`src/rtl/xor_checked_frame_validator_core_assert.svh`:
```
// Assertion macros for the frame validator.
// Each check samples on i_clk and is ignored while i_rst_n is low.
`ifndef XOR_CHECKED_FRAME_VALIDATOR_CORE_ASSERT_SVH
`define XOR_CHECKED_FRAME_VALIDATOR_CORE_ASSERT_SVH

`ifndef NO_ASSERTIONS
`define XFV_ASSERT(label, prop) \
    label: assert property (@(posedge i_clk) disable iff (!i_rst_n) prop) \
        else $error("frame validator check failed");
`define XFV_NEVER(label, expr) \
    label: assert property (@(posedge i_clk) disable iff (!i_rst_n) !(expr)) \
        else $error("frame validator forbidden condition seen");
`else
`define XFV_ASSERT(label, prop)
`define XFV_NEVER(label, expr)
`endif

`endif

```
`src/rtl/xfv_pkg.sv`:
```
package xfv_pkg;

    localparam int unsigned MaxFrameLen = 255;
    // r_count is 8 bits wide, so the limit never passes 255
    localparam int unsigned LenLimit    = (MaxFrameLen < 255) ? MaxFrameLen : 255;
    localparam int unsigned MinFrameLen = 6;
    localparam int unsigned TrailerLen  = 5;
    localparam int unsigned SumBias     = 32'h0000_00AA;

    localparam int unsigned AddrWidth = 5;

    // register indexes
    localparam logic [2:0] REG_HEADER    = 3'd0;
    localparam logic [2:0] REG_FOOTER    = 3'd1;
    localparam logic [2:0] REG_THRESHOLD = 3'd2;
    localparam logic [2:0] REG_FOOT_LEN  = 3'd3;
    localparam logic [2:0] REG_WHEEL_LEN = 3'd4;
    localparam logic [2:0] REG_UPD_LEN   = 3'd5;

    // frame kinds
    localparam logic [1:0] KIND_NONE   = 2'd0;
    localparam logic [1:0] KIND_FOOT   = 2'd1;
    localparam logic [1:0] KIND_WHEEL  = 2'd2;
    localparam logic [1:0] KIND_UPDATE = 2'd3;

    // verdicts
    localparam logic [2:0] VERDICT_OK       = 3'd0;
    localparam logic [2:0] VERDICT_BAD_LEN  = 3'd1;
    localparam logic [2:0] VERDICT_BAD_HEAD = 3'd2;
    localparam logic [2:0] VERDICT_BAD_FOOT = 3'd3;
    localparam logic [2:0] VERDICT_BAD_SUM  = 3'd4;

    typedef struct packed {
        logic [7:0] header_value;
        logic [7:0] footer_value;
        logic [7:0] update_command_threshold;
        logic [7:0] foot_frame_length;
        logic [7:0] wheel_frame_length;
        logic [7:0] update_frame_length;
    } t_cfg;

    typedef struct packed {
        logic [1:0]  frame_kind;
        logic [2:0]  verdict;
        logic [31:0] computed_sum;
    } t_result;

endpackage

```
`src/rtl/xfv_regs.sv`:
```
module xfv_regs
    import xfv_pkg::*;
(
    input  logic                 i_clk,
    input  logic                 i_rst_n,
    input  logic                 psel,
    input  logic                 penable,
    input  logic                 pwrite,
    input  logic [AddrWidth-1:0] paddr,
    input  logic [31:0]          pwdata,
    output logic [31:0]          prdata,
    output logic                 pready,
    output t_cfg                 o_cfg
);

    t_cfg       r_cfg;
    logic       wr_en;
    logic [2:0] reg_idx;

    assign pready  = 1'b1;
    assign wr_en   = psel & penable & pwrite;
    assign reg_idx = paddr[AddrWidth-1:2];

    always_ff @(posedge i_clk) begin
        if (!i_rst_n) begin
            r_cfg.header_value             <= 8'd0;
            r_cfg.footer_value             <= 8'd0;
            r_cfg.update_command_threshold <= 8'd255;
            r_cfg.foot_frame_length        <= 8'd0;
            r_cfg.wheel_frame_length       <= 8'd0;
            r_cfg.update_frame_length      <= 8'd0;
        end else if (wr_en) begin
            case (reg_idx)
                REG_HEADER:    r_cfg.header_value             <= pwdata[7:0];
                REG_FOOTER:    r_cfg.footer_value             <= pwdata[7:0];
                REG_THRESHOLD: r_cfg.update_command_threshold <= pwdata[7:0];
                REG_FOOT_LEN:  r_cfg.foot_frame_length        <= pwdata[7:0];
                REG_WHEEL_LEN: r_cfg.wheel_frame_length       <= pwdata[7:0];
                REG_UPD_LEN:   r_cfg.update_frame_length      <= pwdata[7:0];
                default: ;
            endcase
        end
    end

    always_comb begin
        case (reg_idx)
            REG_HEADER:    prdata = {24'd0, r_cfg.header_value};
            REG_FOOTER:    prdata = {24'd0, r_cfg.footer_value};
            REG_THRESHOLD: prdata = {24'd0, r_cfg.update_command_threshold};
            REG_FOOT_LEN:  prdata = {24'd0, r_cfg.foot_frame_length};
            REG_WHEEL_LEN: prdata = {24'd0, r_cfg.wheel_frame_length};
            REG_UPD_LEN:   prdata = {24'd0, r_cfg.update_frame_length};
            default:       prdata = 32'd0;
        endcase
    end

    assign o_cfg = r_cfg;

endmodule

```
`src/rtl/xfv_frame.sv`:
```
module xfv_frame
    import xfv_pkg::*;
(
    input  logic       i_clk,
    input  logic       i_rst_n,
    input  logic       i_take,
    input  logic [7:0] i_byte,
    input  logic       i_end,
    input  t_cfg       i_cfg,
    output logic       o_res_valid,
    output t_result    o_res
);

    logic [7:0]  r_trail [TrailerLen];
    logic [31:0] r_acc;
    logic [23:0] r_part;
    logic [7:0]  r_count;
    logic        r_ovf;
    logic [7:0]  r_first;
    logic [7:0]  r_cmd;

    logic [7:0]  n_trail [TrailerLen];
    logic [31:0] n_acc;
    logic [23:0] n_part;
    logic [7:0]  n_count;
    logic        n_ovf;
    logic [7:0]  n_first;
    logic [7:0]  n_cmd;

    logic [1:0]  slot;
    logic [7:0]  tail;
    logic [31:0] sum;
    logic [31:0] field;
    logic [1:0]  kind;
    logic [2:0]  verdict;

    assign slot = 2'(r_count - 8'(TrailerLen));

    always_comb begin
        n_trail = r_trail;
        n_acc   = r_acc;
        n_part  = r_part;
        n_count = r_count;
        n_ovf   = r_ovf;
        n_first = r_first;
        n_cmd   = r_cmd;
        if (!r_ovf) begin
            if (32'(r_count) >= LenLimit) begin
                n_ovf = 1'b1;
            end else begin
                // the byte leaving the trailer window joins the checksum
                if (32'(r_count) >= TrailerLen) begin
                    if (slot == 2'd3) begin
                        n_acc  = r_acc ^ {r_trail[TrailerLen-1], r_part};
                        n_part = 24'd0;
                    end else begin
                        n_part = r_part | ({16'd0, r_trail[TrailerLen-1]} << {slot, 3'd0});
                    end
                end
                for (int i = TrailerLen - 1; i > 0; i--) begin
                    n_trail[i] = r_trail[i-1];
                end
                n_trail[0] = i_byte;
                if (r_count == 8'd0) begin
                    n_first = i_byte;
                end else if (r_count == 8'd1) begin
                    n_cmd = i_byte;
                end
                n_count = r_count + 8'd1;
            end
        end
    end

    assign tail  = n_part[7:0] ^ n_part[15:8] ^ n_part[23:16];
    assign sum   = (n_acc ^ {24'd0, tail}) + SumBias;
    assign field = {n_trail[1], n_trail[2], n_trail[3], n_trail[4]};

    always_comb begin
        kind = KIND_NONE;
        if (n_ovf || 32'(n_count) < MinFrameLen) begin
            kind = KIND_NONE;
        end else if (n_cmd < i_cfg.update_command_threshold) begin
            if (n_count == i_cfg.foot_frame_length) begin
                kind = KIND_FOOT;
            end else if (n_count == i_cfg.wheel_frame_length) begin
                kind = KIND_WHEEL;
            end
        end else if (n_count == i_cfg.update_frame_length) begin
            kind = KIND_UPDATE;
        end
    end

    always_comb begin
        if (kind == KIND_NONE) begin
            verdict = VERDICT_BAD_LEN;
        end else if (n_first != i_cfg.header_value) begin
            verdict = VERDICT_BAD_HEAD;
        end else if (n_trail[0] != i_cfg.footer_value) begin
            verdict = VERDICT_BAD_FOOT;
        end else if (field != sum) begin
            verdict = VERDICT_BAD_SUM;
        end else begin
            verdict = VERDICT_OK;
        end
    end

    // clear the frame state once the closing byte is taken
    always_ff @(posedge i_clk) begin
        if (!i_rst_n || (i_take && i_end)) begin
            for (int i = 0; i < TrailerLen; i++) begin
                r_trail[i] <= 8'd0;
            end
            r_acc   <= 32'd0;
            r_part  <= 24'd0;
            r_count <= 8'd0;
            r_ovf   <= 1'b0;
            r_first <= 8'd0;
            r_cmd   <= 8'd0;
        end else if (i_take) begin
            r_trail <= n_trail;
            r_acc   <= n_acc;
            r_part  <= n_part;
            r_count <= n_count;
            r_ovf   <= n_ovf;
            r_first <= n_first;
            r_cmd   <= n_cmd;
        end
    end

    assign o_res_valid       = i_take & i_end;
    assign o_res.frame_kind  = kind;
    assign o_res.verdict     = verdict;
    assign o_res.computed_sum = sum;

endmodule

```
`src/rtl/xor_checked_frame_validator_core.sv`:
```
// Frame validator: checks header, footer, length and XOR checksum of byte frames.
// Input channel: one frame byte per request (i_frame_byte, i_frame_end marks the
// last byte), taken at a clock edge with i_in_valid high and o_in_stall low.
// Output channel: one verdict per frame (o_frame_kind, o_verdict, o_computed_sum),
// taken at an edge with o_out_valid high and i_out_stall low.
// Throughput: one byte per cycle while o_in_stall is low; the per-byte update and
// the verdict logic are combinational, between frame state and result register.
// The verdict is registered in the output register, or in the skid register.
// A two-entry result buffer (output register plus skid register) lets bytes keep
// flowing while a verdict waits; o_in_stall rises only when both entries are
// full, i.e. after two verdicts have been held back by i_out_stall.
// Bytes that do not close a frame produce no result.
// Configuration goes through the APB port (registers at byte address 4*index),
// and the user is to change it only while no frame is in progress and no verdict
// is pending; the block does not enforce this. Reset (synchronous, i_rst_n low)
// restores register defaults, clears the frame state, empties the result buffer.
`include "xor_checked_frame_validator_core_assert.svh"

module xor_checked_frame_validator_core
    import xfv_pkg::*;
(
    input  logic                 i_clk,
    input  logic                 i_rst_n,
    input  logic                 psel,
    input  logic                 penable,
    input  logic                 pwrite,
    input  logic [AddrWidth-1:0] paddr,
    input  logic [31:0]          pwdata,
    output logic [31:0]          prdata,
    output logic                 pready,
    input  logic                 i_in_valid,
    output logic                 o_in_stall,
    input  logic [7:0]           i_frame_byte,
    input  logic                 i_frame_end,
    output logic                 o_out_valid,
    input  logic                 i_out_stall,
    output logic [1:0]           o_frame_kind,
    output logic [2:0]           o_verdict,
    output logic [31:0]          o_computed_sum
);

    t_cfg    cfg;
    t_result res;
    logic    res_valid;
    logic    take;
    logic    out_free;

    logic    r_out_valid;
    t_result r_out;
    logic    r_skid_valid;
    t_result r_skid;

    xfv_regs u_regs (
        .i_clk   (i_clk),
        .i_rst_n (i_rst_n),
        .psel    (psel),
        .penable (penable),
        .pwrite  (pwrite),
        .paddr   (paddr),
        .pwdata  (pwdata),
        .prdata  (prdata),
        .pready  (pready),
        .o_cfg   (cfg)
    );

    assign take = i_in_valid & ~r_skid_valid;

    xfv_frame u_frame (
        .i_clk       (i_clk),
        .i_rst_n     (i_rst_n),
        .i_take      (take),
        .i_byte      (i_frame_byte),
        .i_end       (i_frame_end),
        .i_cfg       (cfg),
        .o_res_valid (res_valid),
        .o_res       (res)
    );

    assign out_free = ~r_out_valid | ~i_out_stall;

    always_ff @(posedge i_clk) begin
        if (!i_rst_n) begin
            r_out_valid  <= 1'b0;
            r_skid_valid <= 1'b0;
        end else if (out_free) begin
            // drain the skid entry first; no new request arrives while it is full
            r_out_valid  <= r_skid_valid | res_valid;
            r_skid_valid <= 1'b0;
        end else if (res_valid) begin
            r_skid_valid <= 1'b1;
        end
    end

    always_ff @(posedge i_clk) begin
        if (out_free) begin
            r_out <= r_skid_valid ? r_skid : res;
        end else if (res_valid) begin
            r_skid <= res;
        end
    end

    assign o_in_stall     = r_skid_valid;
    assign o_out_valid    = r_out_valid;
    assign o_frame_kind   = r_out.frame_kind;
    assign o_verdict      = r_out.verdict;
    assign o_computed_sum = r_out.computed_sum;

    `XFV_ASSERT(a_skid_behind_out, r_skid_valid |-> r_out_valid)
    `XFV_ASSERT(a_held_verdict_kept, (r_out_valid && i_out_stall) |=> r_out_valid)
    `XFV_ASSERT(a_full_buffer_blocks, (r_skid_valid && i_out_stall) |=> !res_valid)
    `XFV_ASSERT(a_kind_matches_verdict,
        o_out_valid |-> ((o_frame_kind == KIND_NONE) == (o_verdict == VERDICT_BAD_LEN)))
    `XFV_NEVER(a_verdict_range, o_out_valid && (o_verdict > VERDICT_BAD_SUM))

endmodule

```
`config.mk`:
```
export PLATFORM = sky130hd
export DESIGN_NAME = xor_checked_frame_validator_core
export DESIGN_NICKNAME = d
export VERILOG_FILES = /design/src/rtl/xfv_pkg.sv /design/src/rtl/xfv_regs.sv /design/src/rtl/xfv_frame.sv /design/src/rtl/xor_checked_frame_validator_core.sv
export VERILOG_INCLUDE_DIRS = /design/src /design/src/rtl
export SDC_FILE = /design/constraint.sdc
export NUM_CORES = 1
export LEC_CHECK = 0
export BUFFER_PORTS_ARGS = -buffer_cell sky130_fd_sc_hd__buf_2
export CORE_AREA = 2 2 168 170
export CTS_BUF_LIST = sky130_fd_sc_hd__clkbuf_16
export CTS_CLUSTER_DIAMETER = 60
export DETAILED_ROUTE_END_ITERATION = 10
export DIE_AREA = 0 0 170 172
export PLACE_DENSITY_LB_ADDON = 0.3
export SYNTH_ARGS = -nofsm -noshare
export SYNTH_HDL_FRONTEND = slang
export SYNTH_HIERARCHICAL = 1
export SYNTH_SLANG_ARGS = --single-unit
```
`constraint.sdc`:
```
create_clock -name i_clk -period 14.15 [get_ports i_clk]
set_input_delay 2.83 -clock i_clk [delete_from_list [all_inputs] [get_ports i_clk]]
set_output_delay 2.83 -clock i_clk [all_outputs]
set_load 0.02 [all_outputs]
```
==> impl_summary.log, run 1 <==
[metrics] Core Rows: 61
[metrics] Post-synth top flop: sky130_fd_sc_hd__dfxtp_1
[metrics] post-synthesis cell area: 14600 um2
[metrics] share of the yosys chip area belonging to registers: 38.6%
[metrics] per-instance average area after synthesis: 9.11 um2
[metrics] transition time at the pin with the least slew margin: 0.960 ns
[metrics] most frequent cell after synthesis: sky130_fd_sc_hd__nand2_1
[metrics] total of fill cells in the finished design: 2381
[metrics] clock tree root buffer cell: sky130_fd_sc_hd__clkbuf_16
[metrics] Placeable Area: 27500 um2
[metrics] final RePlAce weighted congestion: 0.940
[metrics] die area: 29200 um2
[metrics] final critical-path required period: 7.27 ns
[metrics] type of the worst setup path: reg -> reg
[metrics] number of pins exceeding their max-slew limit in the final report: 0
[metrics] Net Sw Power: 0.391 mW
[metrics] number of hold buffers added after cts: 0
[metrics] Post-DP Area: 15000 um2
[metrics] largest net degree at the start of global routing: 60
[metrics] area leader, netlist: sky130_fd_sc_hd__dfxtp_1
[metrics] vias per cell: 5.96
[metrics] Flop pwr share: 45.8%
[metrics] global routing's busiest layer: met2
[metrics] die extent in x: 170 um
[metrics] initial standard-cell utilization of the core: 53.2%
[metrics] Async S/R FF share, synth: 0%
[metrics] met3 track demand over resource in global routing: 4.05%
[metrics] all-layer global routing usage: 26.7%
[metrics] share of the clock period used by the worst path: 51.4%
[metrics] number of enable-type register cells in the synthesized netlist: 74
[metrics] Warnings, synthesis: 6
[metrics] Detailed Route Iter0 Violations: 1012
[metrics] GR Util met2: 42.6%
[metrics] antenna viol nets, final: 0
[metrics] power share of the combinational group: 7.3%
[metrics] final worst clock skew: 0.0164 ns
[metrics] diode count: 0
[metrics] net switching fraction of the power: 24.3%
[metrics] clock network power share: 47.0%
[metrics] proportion of netlist area held by the largest area contributor: 23.4%
[metrics] most numerous cell types in the synthesized netlist: sky130_fd_sc_hd__nand2_1, sky130_fd_sc_hd__dfxtp_1, sky130_fd_sc_hd__nor2_1, sky130_fd_sc_hd__mux2i_1, sky130_fd_sc_hd__xnor2_1
[metrics] CTS Buf Count: 29
[metrics] Routed WL per cell: 19.8 um
[metrics] via count: 11900
[metrics] clock tree from TritonCTS: built
[metrics] cell internal power dissipation: 1.21 mW
[metrics] area overhead of the layout relative to synthesis: 9.61%
[metrics] vertical die dimension: 172 um
[metrics] nature of the critical path startpoint: flop
[metrics] total wire length after detailed routing: 39.4 mm
[metrics] share of layout cells above drive strength 1: 13.9%
[metrics] number of antenna violations at the first check in global routing: 1
[metrics] post-CTS setup buffer count: 0
[metrics] count of H-tree levels built during CTS: 1
[metrics] number of synthesized register bits: 245
[metrics] leakage power: 6.27 nW
[metrics] required arrival time at the worst endpoint: 14.47 ns
[metrics] Achievable Freq: 138 MHz
[metrics] outcome: completed
[metrics] Hold Vio Cnt, Final: 0
[metrics] unrepaired setup endpoints after global routing: false
[metrics] worst slew slack as a fraction of its limit: 35.5%
[metrics] instance count of the mapped netlist: 1604
[metrics] Port Buf Inserts: 73
[metrics] Worst setup EP type: flop
[metrics] Setup WS pre-CTS: 6.91 ns
[metrics] distinct cell type count of the synthesized netlist: 96
[metrics] total of endpoints with negative setup slack in the final report: 0
[metrics] met1 track demand over resource in global routing: 36.2%
[metrics] power density normalized to cell area: 100 nW/um2
[metrics] depth of the most critical reg-to-reg path: 20
[metrics] worst-case setup margin in the final layout: 6.88 ns
[metrics] number of nets in the final layout: 1686
[metrics] setup total negative slack: 0 ns
[metrics] HPWL Detailed: 28.2 mm
[metrics] number of cells on the worst hold path: 2
[metrics] clock transition at the registers of the reported paths: 0.06 ns
[metrics] maximum fanout along the worst path: 19
[metrics] worst-skew pair later-pin latency: 0.57 ns
[metrics] synth top area cells: sky130_fd_sc_hd__dfxtp_1, sky130_fd_sc_hd__edfxtp_1, sky130_fd_sc_hd__mux2i_1
[metrics] wire length of the first global-routing pass: 61.0 mm
[metrics] clock sinks: 245
[metrics] vias in the first global route: 11000
[metrics] Initial DRT Pass Iterations: 6
[metrics] DRC violations left: 0
[metrics] # Max-Cap Violations: 0
[metrics] quantity of gates resized following cts: 0
[metrics] data arrival time of the worst path: 7.58 ns
[metrics] global route total overflow: 0
[metrics] number of buffers on the longest clock path: 3
[metrics] Max rail drop VDD: 78.9 uV
[metrics] count of boundary I/O pins: 125
[metrics] HP Class: reg -> reg
[metrics] Layout Cell Area excl Fill: 16000 um2
## sequential cells by signal, indices dropped and copies added, names as in the netlist
signal / cells
r_skid: 37
o_computed_sum: 32
o_in_stall: 1
u_frame/r_ovf: 1
o_frame_kind: 2
u_frame/r_part: 24
o_out_valid: 1
u_frame/r_trail: 40
u_frame/r_acc: 32
u_frame/r_count: 8
u_regs/o_cfg: 48
u_frame/r_cmd: 8
u_frame/r_first: 8
o_verdict: 3
## layout by cell type (no fill, tap or decap), types with 8 or more instances in the layout
cell type                   instances
sky130_fd_sc_hd__or4_1              8
sky130_fd_sc_hd__buf_2             73
sky130_fd_sc_hd__nand2_1          237
sky130_fd_sc_hd__mux2i_1          106
sky130_fd_sc_hd__clkinv_1           9
sky130_fd_sc_hd__dfxtp_1          170
sky130_fd_sc_hd__a31oi_1           16
sky130_fd_sc_hd__buf_4             22
sky130_fd_sc_hd__o211ai_1          10
sky130_fd_sc_hd__nor4_1            21
sky130_fd_sc_hd__ha_1              12
sky130_fd_sc_hd__o21ai_0           38
sky130_fd_sc_hd__a22oi_1           10
sky130_fd_sc_hd__nand2b_1          13
sky130_fd_sc_hd__nor3_1            23
sky130_fd_sc_hd__mux2_4             8
sky130_fd_sc_hd__or3_1              8
sky130_fd_sc_hd__and3_1            13
sky130_fd_sc_hd__a211oi_1          10
sky130_fd_sc_hd__xor2_1            80
sky130_fd_sc_hd__clkbuf_16         29
sky130_fd_sc_hd__o21a_1            11
sky130_fd_sc_hd__a21oi_1           85
sky130_fd_sc_hd__nor2_1           133
sky130_fd_sc_hd__conb_1            25
sky130_fd_sc_hd__edfxtp_1          74
sky130_fd_sc_hd__xnor3_1            8
sky130_fd_sc_hd__xnor2_1           92
sky130_fd_sc_hd__inv_1             44
sky130_fd_sc_hd__o311ai_0           9
sky130_fd_sc_hd__nand3_1           21
sky130_fd_sc_hd__nand4_1           16
sky130_fd_sc_hd__mux2_2            46
## critical path: stages, from the launching register on
cell and delay, ns:
sky130_fd_sc_hd__dfxtp_1 0.31, sky130_fd_sc_hd__clkinv_1 0.23, sky130_fd_sc_hd__ha_1 0.60, sky130_fd_sc_hd__nand2b_1 0.17
sky130_fd_sc_hd__a21oi_1 0.17, sky130_fd_sc_hd__buf_4 0.26, sky130_fd_sc_hd__nand2_1 0.57, sky130_fd_sc_hd__a311o_1 0.58
sky130_fd_sc_hd__a21oi_1 0.21, sky130_fd_sc_hd__nor2_1 0.12, sky130_fd_sc_hd__ha_1 0.27, sky130_fd_sc_hd__or4_1 0.55
sky130_fd_sc_hd__and4_1 0.26, sky130_fd_sc_hd__o21ai_1 0.52, sky130_fd_sc_hd__nor2_1 0.11, sky130_fd_sc_hd__nor4bb_1 0.39
sky130_fd_sc_hd__nand4_1 0.18, sky130_fd_sc_hd__or4b_1 0.59, sky130_fd_sc_hd__nor4_1 0.38, sky130_fd_sc_hd__a41oi_1 0.22
sky130_fd_sc_hd__mux2_2 0.31
## metal layers
metal  wire length (um)  share of wire (%)
met1              17100                 43
met2              18000                 46
met3               2850                7.2
met4               1450                3.7
met5                 13              0.033
## metrics by stage
step	utilization [%]	hold slack [ns]	std cells	power, mW
detailed placement	54.7	0.461	1936	0.865
finish	58.3	0.470	1990	1.61
global route	58.3	0.500	1990	1.66
floorplan	-	0.436	1627	0.836
CTS	58.3	0.472	1990	1.62
global placement	54.7	0.451	1936	0.863
## worst paths after layout
check                     startpoint                to  slack (ns)
setup reg to reg  u_frame/r_count[0]      o_verdict[2]        6.88
setup / recovery  u_frame/r_count[0]      o_verdict[2]        6.88
hold reg to reg     u_frame/r_cmd[0]  u_frame/r_cmd[0]        0.47
hold / removal      u_frame/r_cmd[0]  u_frame/r_cmd[0]        0.47
## logic make-up (layout without fill, tap and decap cells)
family	count (synthesis)	in the layout	synth area share [%]
buffers and inverters	173	190	5.60
other	2	25	0.0514
XOR/XNOR	182	182	11.8
flip-flops	245	245	38.6
multiplexers	163	163	12.1
AO/OA/AOI/OAI	274	274	12.7
AND/OR/NAND/NOR	553	553	18.1
adder cells (fa/ha/maj)	12	12	1.03
## area by class of cell
| cell class | instances | area [um2] | area share, % |
|---|---|---|---|
| Clock inverter | 25 | 248 | 1.55 |
| Timing Repair Buffer | 95 | 531 | 3.31 |
| Multi-Input combinational cell | 1209 | 8270 | 51.7 |
| Inverter | 41 | 154 | 0.961 |
| Clock buffer | 29 | 726 | 4.53 |
| Tap cell | 346 | 433 | 2.70 |
| Sequential cell | 245 | 5650 | 35.3 |
## power by group through the flow
stage	combinational (mW)	clock, mW	sequential [mW]
floorplan	0.0817	0	0.754
global placement	0.113	0	0.750
detailed placement	0.115	0	0.750
CTS	0.115	0.767	0.735
global route	0.125	0.796	0.736
finish	0.117	0.754	0.735
(Power assumes the default switching activity.)
==> run 2: changes to the inputs <==
- clock period: 14.15 -> 6.97 ns (I/O delays scaled with it)
==> run 2 against run 1 <==
Compared with the run above:
- register-to-register slack got worse by 6.3 ns
- first-iteration DRC count shrank 0.59%
- wire length grew 0.26%
- fmax is 15% higher
- non-clock buffer count rose by 7
- core utilization grew 0.050 points
- critical path depth decreased by 1
- die area unchanged
- power grew 99%
==> impl_summary.log, run 2 (synthesized netlist as in run 1, its figures left out) <==
[metrics] outcome: completed
[metrics] vias per cell: 5.97
[metrics] worst slew slack as a fraction of its limit: 26.7%
[metrics] largest net degree at the start of global routing: 85
[metrics] Worst Path Buf+Inv: 1
[metrics] cells along the critical path: or4_4, a211o_1, buf_4, a41o_1, a211oi_1, o21a_1, nor2_1, ha_1, xor2_1, o221ai_1, a211o_1, nor4b_1, nand4_1, nor4_1, nand4_1, or4b_1, nor4_1, a41oi_1, mux2_2
[metrics] maximum fanout along the worst path: 11
[metrics] post-route core utilization: 58.3%
[metrics] count of boundary I/O pins: 125
[metrics] number of pins exceeding their max-slew limit in the final report: 0
[metrics] Placed Instances: 1943
[metrics] final RePlAce weighted congestion: 0.961
[metrics] transition time at the pin with the least slew margin: 1.10 ns
[metrics] diode count: 0
[metrics] clock tree from TritonCTS: built
[metrics] # Max-Cap Violations: 0
[metrics] Achievable Freq: 158 MHz
[metrics] type of the worst setup path: reg -> reg
[metrics] most common cell after layout, fill and taps aside: sky130_fd_sc_hd__nand2_1
[metrics] power density normalized to cell area: 200 nW/um2
[metrics] Worst path max stage delay: 0.62 ns
[metrics] final worst clock skew: 0.0126 ns
[metrics] global route total overflow: 0
[metrics] DRC violations left: 0
[metrics] share of layout cells above drive strength 1: 14.8%
[metrics] all-layer global routing usage: 26.6%
[metrics] non-filler instance count after layout: 1997
[metrics] data arrival time of the worst path: 6.65 ns
[metrics] CTS Buf Count: 29
[metrics] vertical die dimension: 172 um
[metrics] total of endpoints with negative setup slack in the final report: 0
[metrics] area overhead of the layout relative to synthesis: 9.70%
[metrics] quantity of gates resized following cts: 0
[metrics] worst reg-to-reg setup slack: 0.63 ns
[metrics] Port Buf Inserts: 73
[metrics] unrepaired setup endpoints after global routing: false
[metrics] Routed WL per cell: 19.8 um
[metrics] number of hold buffers added after cts: 0
[metrics] required arrival time at the worst endpoint: 7.28 ns
[metrics] die extent in x: 170 um
[metrics] Placeable Area: 27500 um2
[metrics] worst-skew pair later-pin latency: 0.57 ns
[metrics] number of nets in the final layout: 1693
[metrics] share of the clock period used by the worst path: 91.0%
[metrics] total wire length after detailed routing: 39.5 mm
[metrics] number of buffers on the longest clock path: 3
[metrics] clock transition at the registers of the reported paths: 0.06 ns
[metrics] HPWL Detailed: 28.5 mm
[metrics] Core Rows: 61
[metrics] die area: 29200 um2
[metrics] Detailed Route Iter0 Violations: 1006
[metrics] vias in the first global route: 11100
[metrics] via count: 11900
[metrics] largest delay contributor family on the critical path: simple AND/OR/NAND/NOR gates
[metrics] Layout Cell Area excl Fill: 16000 um2
[metrics] number of antenna violations at the first check in global routing: 1
[metrics] final critical-path required period: 6.34 ns
[metrics] HP Class: reg -> reg
[metrics] post-CTS setup buffer count: 0
[metrics] clock sinks: 245
[metrics] Hold Worst Slack: 0.472 ns
[metrics] Max rail drop VDD: 169 uV
[metrics] Hold Vio Cnt, Final: 0
[metrics] leakage power: 6.26 nW
[metrics] most used cells in the layout excluding fill and tap cells: sky130_fd_sc_hd__nand2_1, sky130_fd_sc_hd__dfxtp_1, sky130_fd_sc_hd__nor2_1
[metrics] setup total negative slack: 0 ns
[metrics] clock tree root buffer cell: sky130_fd_sc_hd__clkbuf_16
[metrics] Post-DP Area: 15100 um2
[metrics] wire length of the first global-routing pass: 61.2 mm
[metrics] nature of the critical path startpoint: flop
[metrics] antenna viol nets, final: 0
[metrics] CP max-delay cell: sky130_fd_sc_hd__or4_4
[metrics] Worst setup EP type: flop
[metrics] number of flip-flops in the largest register: 48
[metrics] count of H-tree levels built during CTS: 1
[metrics] Initial DRT Pass Iterations: 5
[metrics] initial standard-cell utilization of the core: 53.2%
==> run 2: cell types whose count changed in the layout (fill, tap and decap cells not counted), moves of 2 or more <==
cell / previous run / this run
sky130_fd_sc_hd__buf_4: 22 / 29
sky130_fd_sc_hd__bufinv_16: 4 / 2
sky130_fd_sc_hd__clkinv_1: 9 / 4
sky130_fd_sc_hd__clkinv_2: 2 / 8
sky130_fd_sc_hd__clkinv_4: 3 / 0
sky130_fd_sc_hd__clkinvlp_2: 0 / 2
sky130_fd_sc_hd__clkinvlp_4: 0 / 5
sky130_fd_sc_hd__inv_1: 44 / 41
sky130_fd_sc_hd__inv_6: 1 / 3
==> run 2: metal layers <==
layer / vias up / wire (um) / global-route usage, %
li1: 5682 / - / -
met1: 5674 / 17000 / 35.3
met2: 468 / 18100 / 43.6
met3: 95 / 2850 / 3.91
met4: 2 / 1540 / 10.9
met5: - / 13 / 0
==> run 2: metrics by stage <==
stage | worst slack (ns) | power, mW
2_1_floorplan | 1.10 | 1.70
3_5_place_dp | 0.736 | 1.76
6_report | 0.631 | 3.20
5_1_grt | 0.343 | 3.30
3_3_place_gp | 0.840 | 1.75
4_1_cts | 0.695 | 3.23
==> run 2: area by class of cell <==
class / count / area, um2
Sequential cell: 245 / 5650
Timing Repair Buffer: 102 / 583
Clock buffer: 29 / 726
Clock inverter: 25 / 209
Tap cell: 346 / 433
Multi-Input combinational cell: 1209 / 8270
Fill cell: 2410 / 11500
Inverter: 41 / 154
==> run 2: worst paths after layout <==
kind / start / end / cells after the start
worst max register to register: u_frame/r_count[3] / o_verdict[2] / 19
worst min register to register: u_frame/r_cmd[0] / u_frame/r_cmd[0] / 2
worst max-delay path: u_frame/r_count[3] / o_verdict[2] / 19
worst min-delay path: u_frame/r_cmd[0] / u_frame/r_cmd[0] / 2
==> run 2: where the power goes <==
| part | switching, mW | internal [mW] |
|---|---|---|
| combinational | 0.163 | 0.0740 |
| clock | 0.627 | 0.841 |
| sequential | 0.0114 | 1.48 |
==> run 2: worst register-to-register path, stage by stage (launching register included) <==
cell and delay [ns]:
sky130_fd_sc_hd__dfxtp_1 0.41, sky130_fd_sc_hd__or4_4 0.62, sky130_fd_sc_hd__a211o_1 0.46, sky130_fd_sc_hd__buf_4 0.26
sky130_fd_sc_hd__a41o_1 0.23, sky130_fd_sc_hd__a211oi_1 0.34, sky130_fd_sc_hd__o21a_1 0.21, sky130_fd_sc_hd__nor2_1 0.07
sky130_fd_sc_hd__ha_1 0.40, sky130_fd_sc_hd__xor2_1 0.16, sky130_fd_sc_hd__o221ai_1 0.12, sky130_fd_sc_hd__a211o_1 0.26
sky130_fd_sc_hd__nor4b_1 0.35, sky130_fd_sc_hd__nand4_1 0.13, sky130_fd_sc_hd__nor4_1 0.38, sky130_fd_sc_hd__nand4_1 0.20
sky130_fd_sc_hd__or4b_1 0.59, sky130_fd_sc_hd__nor4_1 0.36, sky130_fd_sc_hd__a41oi_1 0.22, sky130_fd_sc_hd__mux2_2 0.31
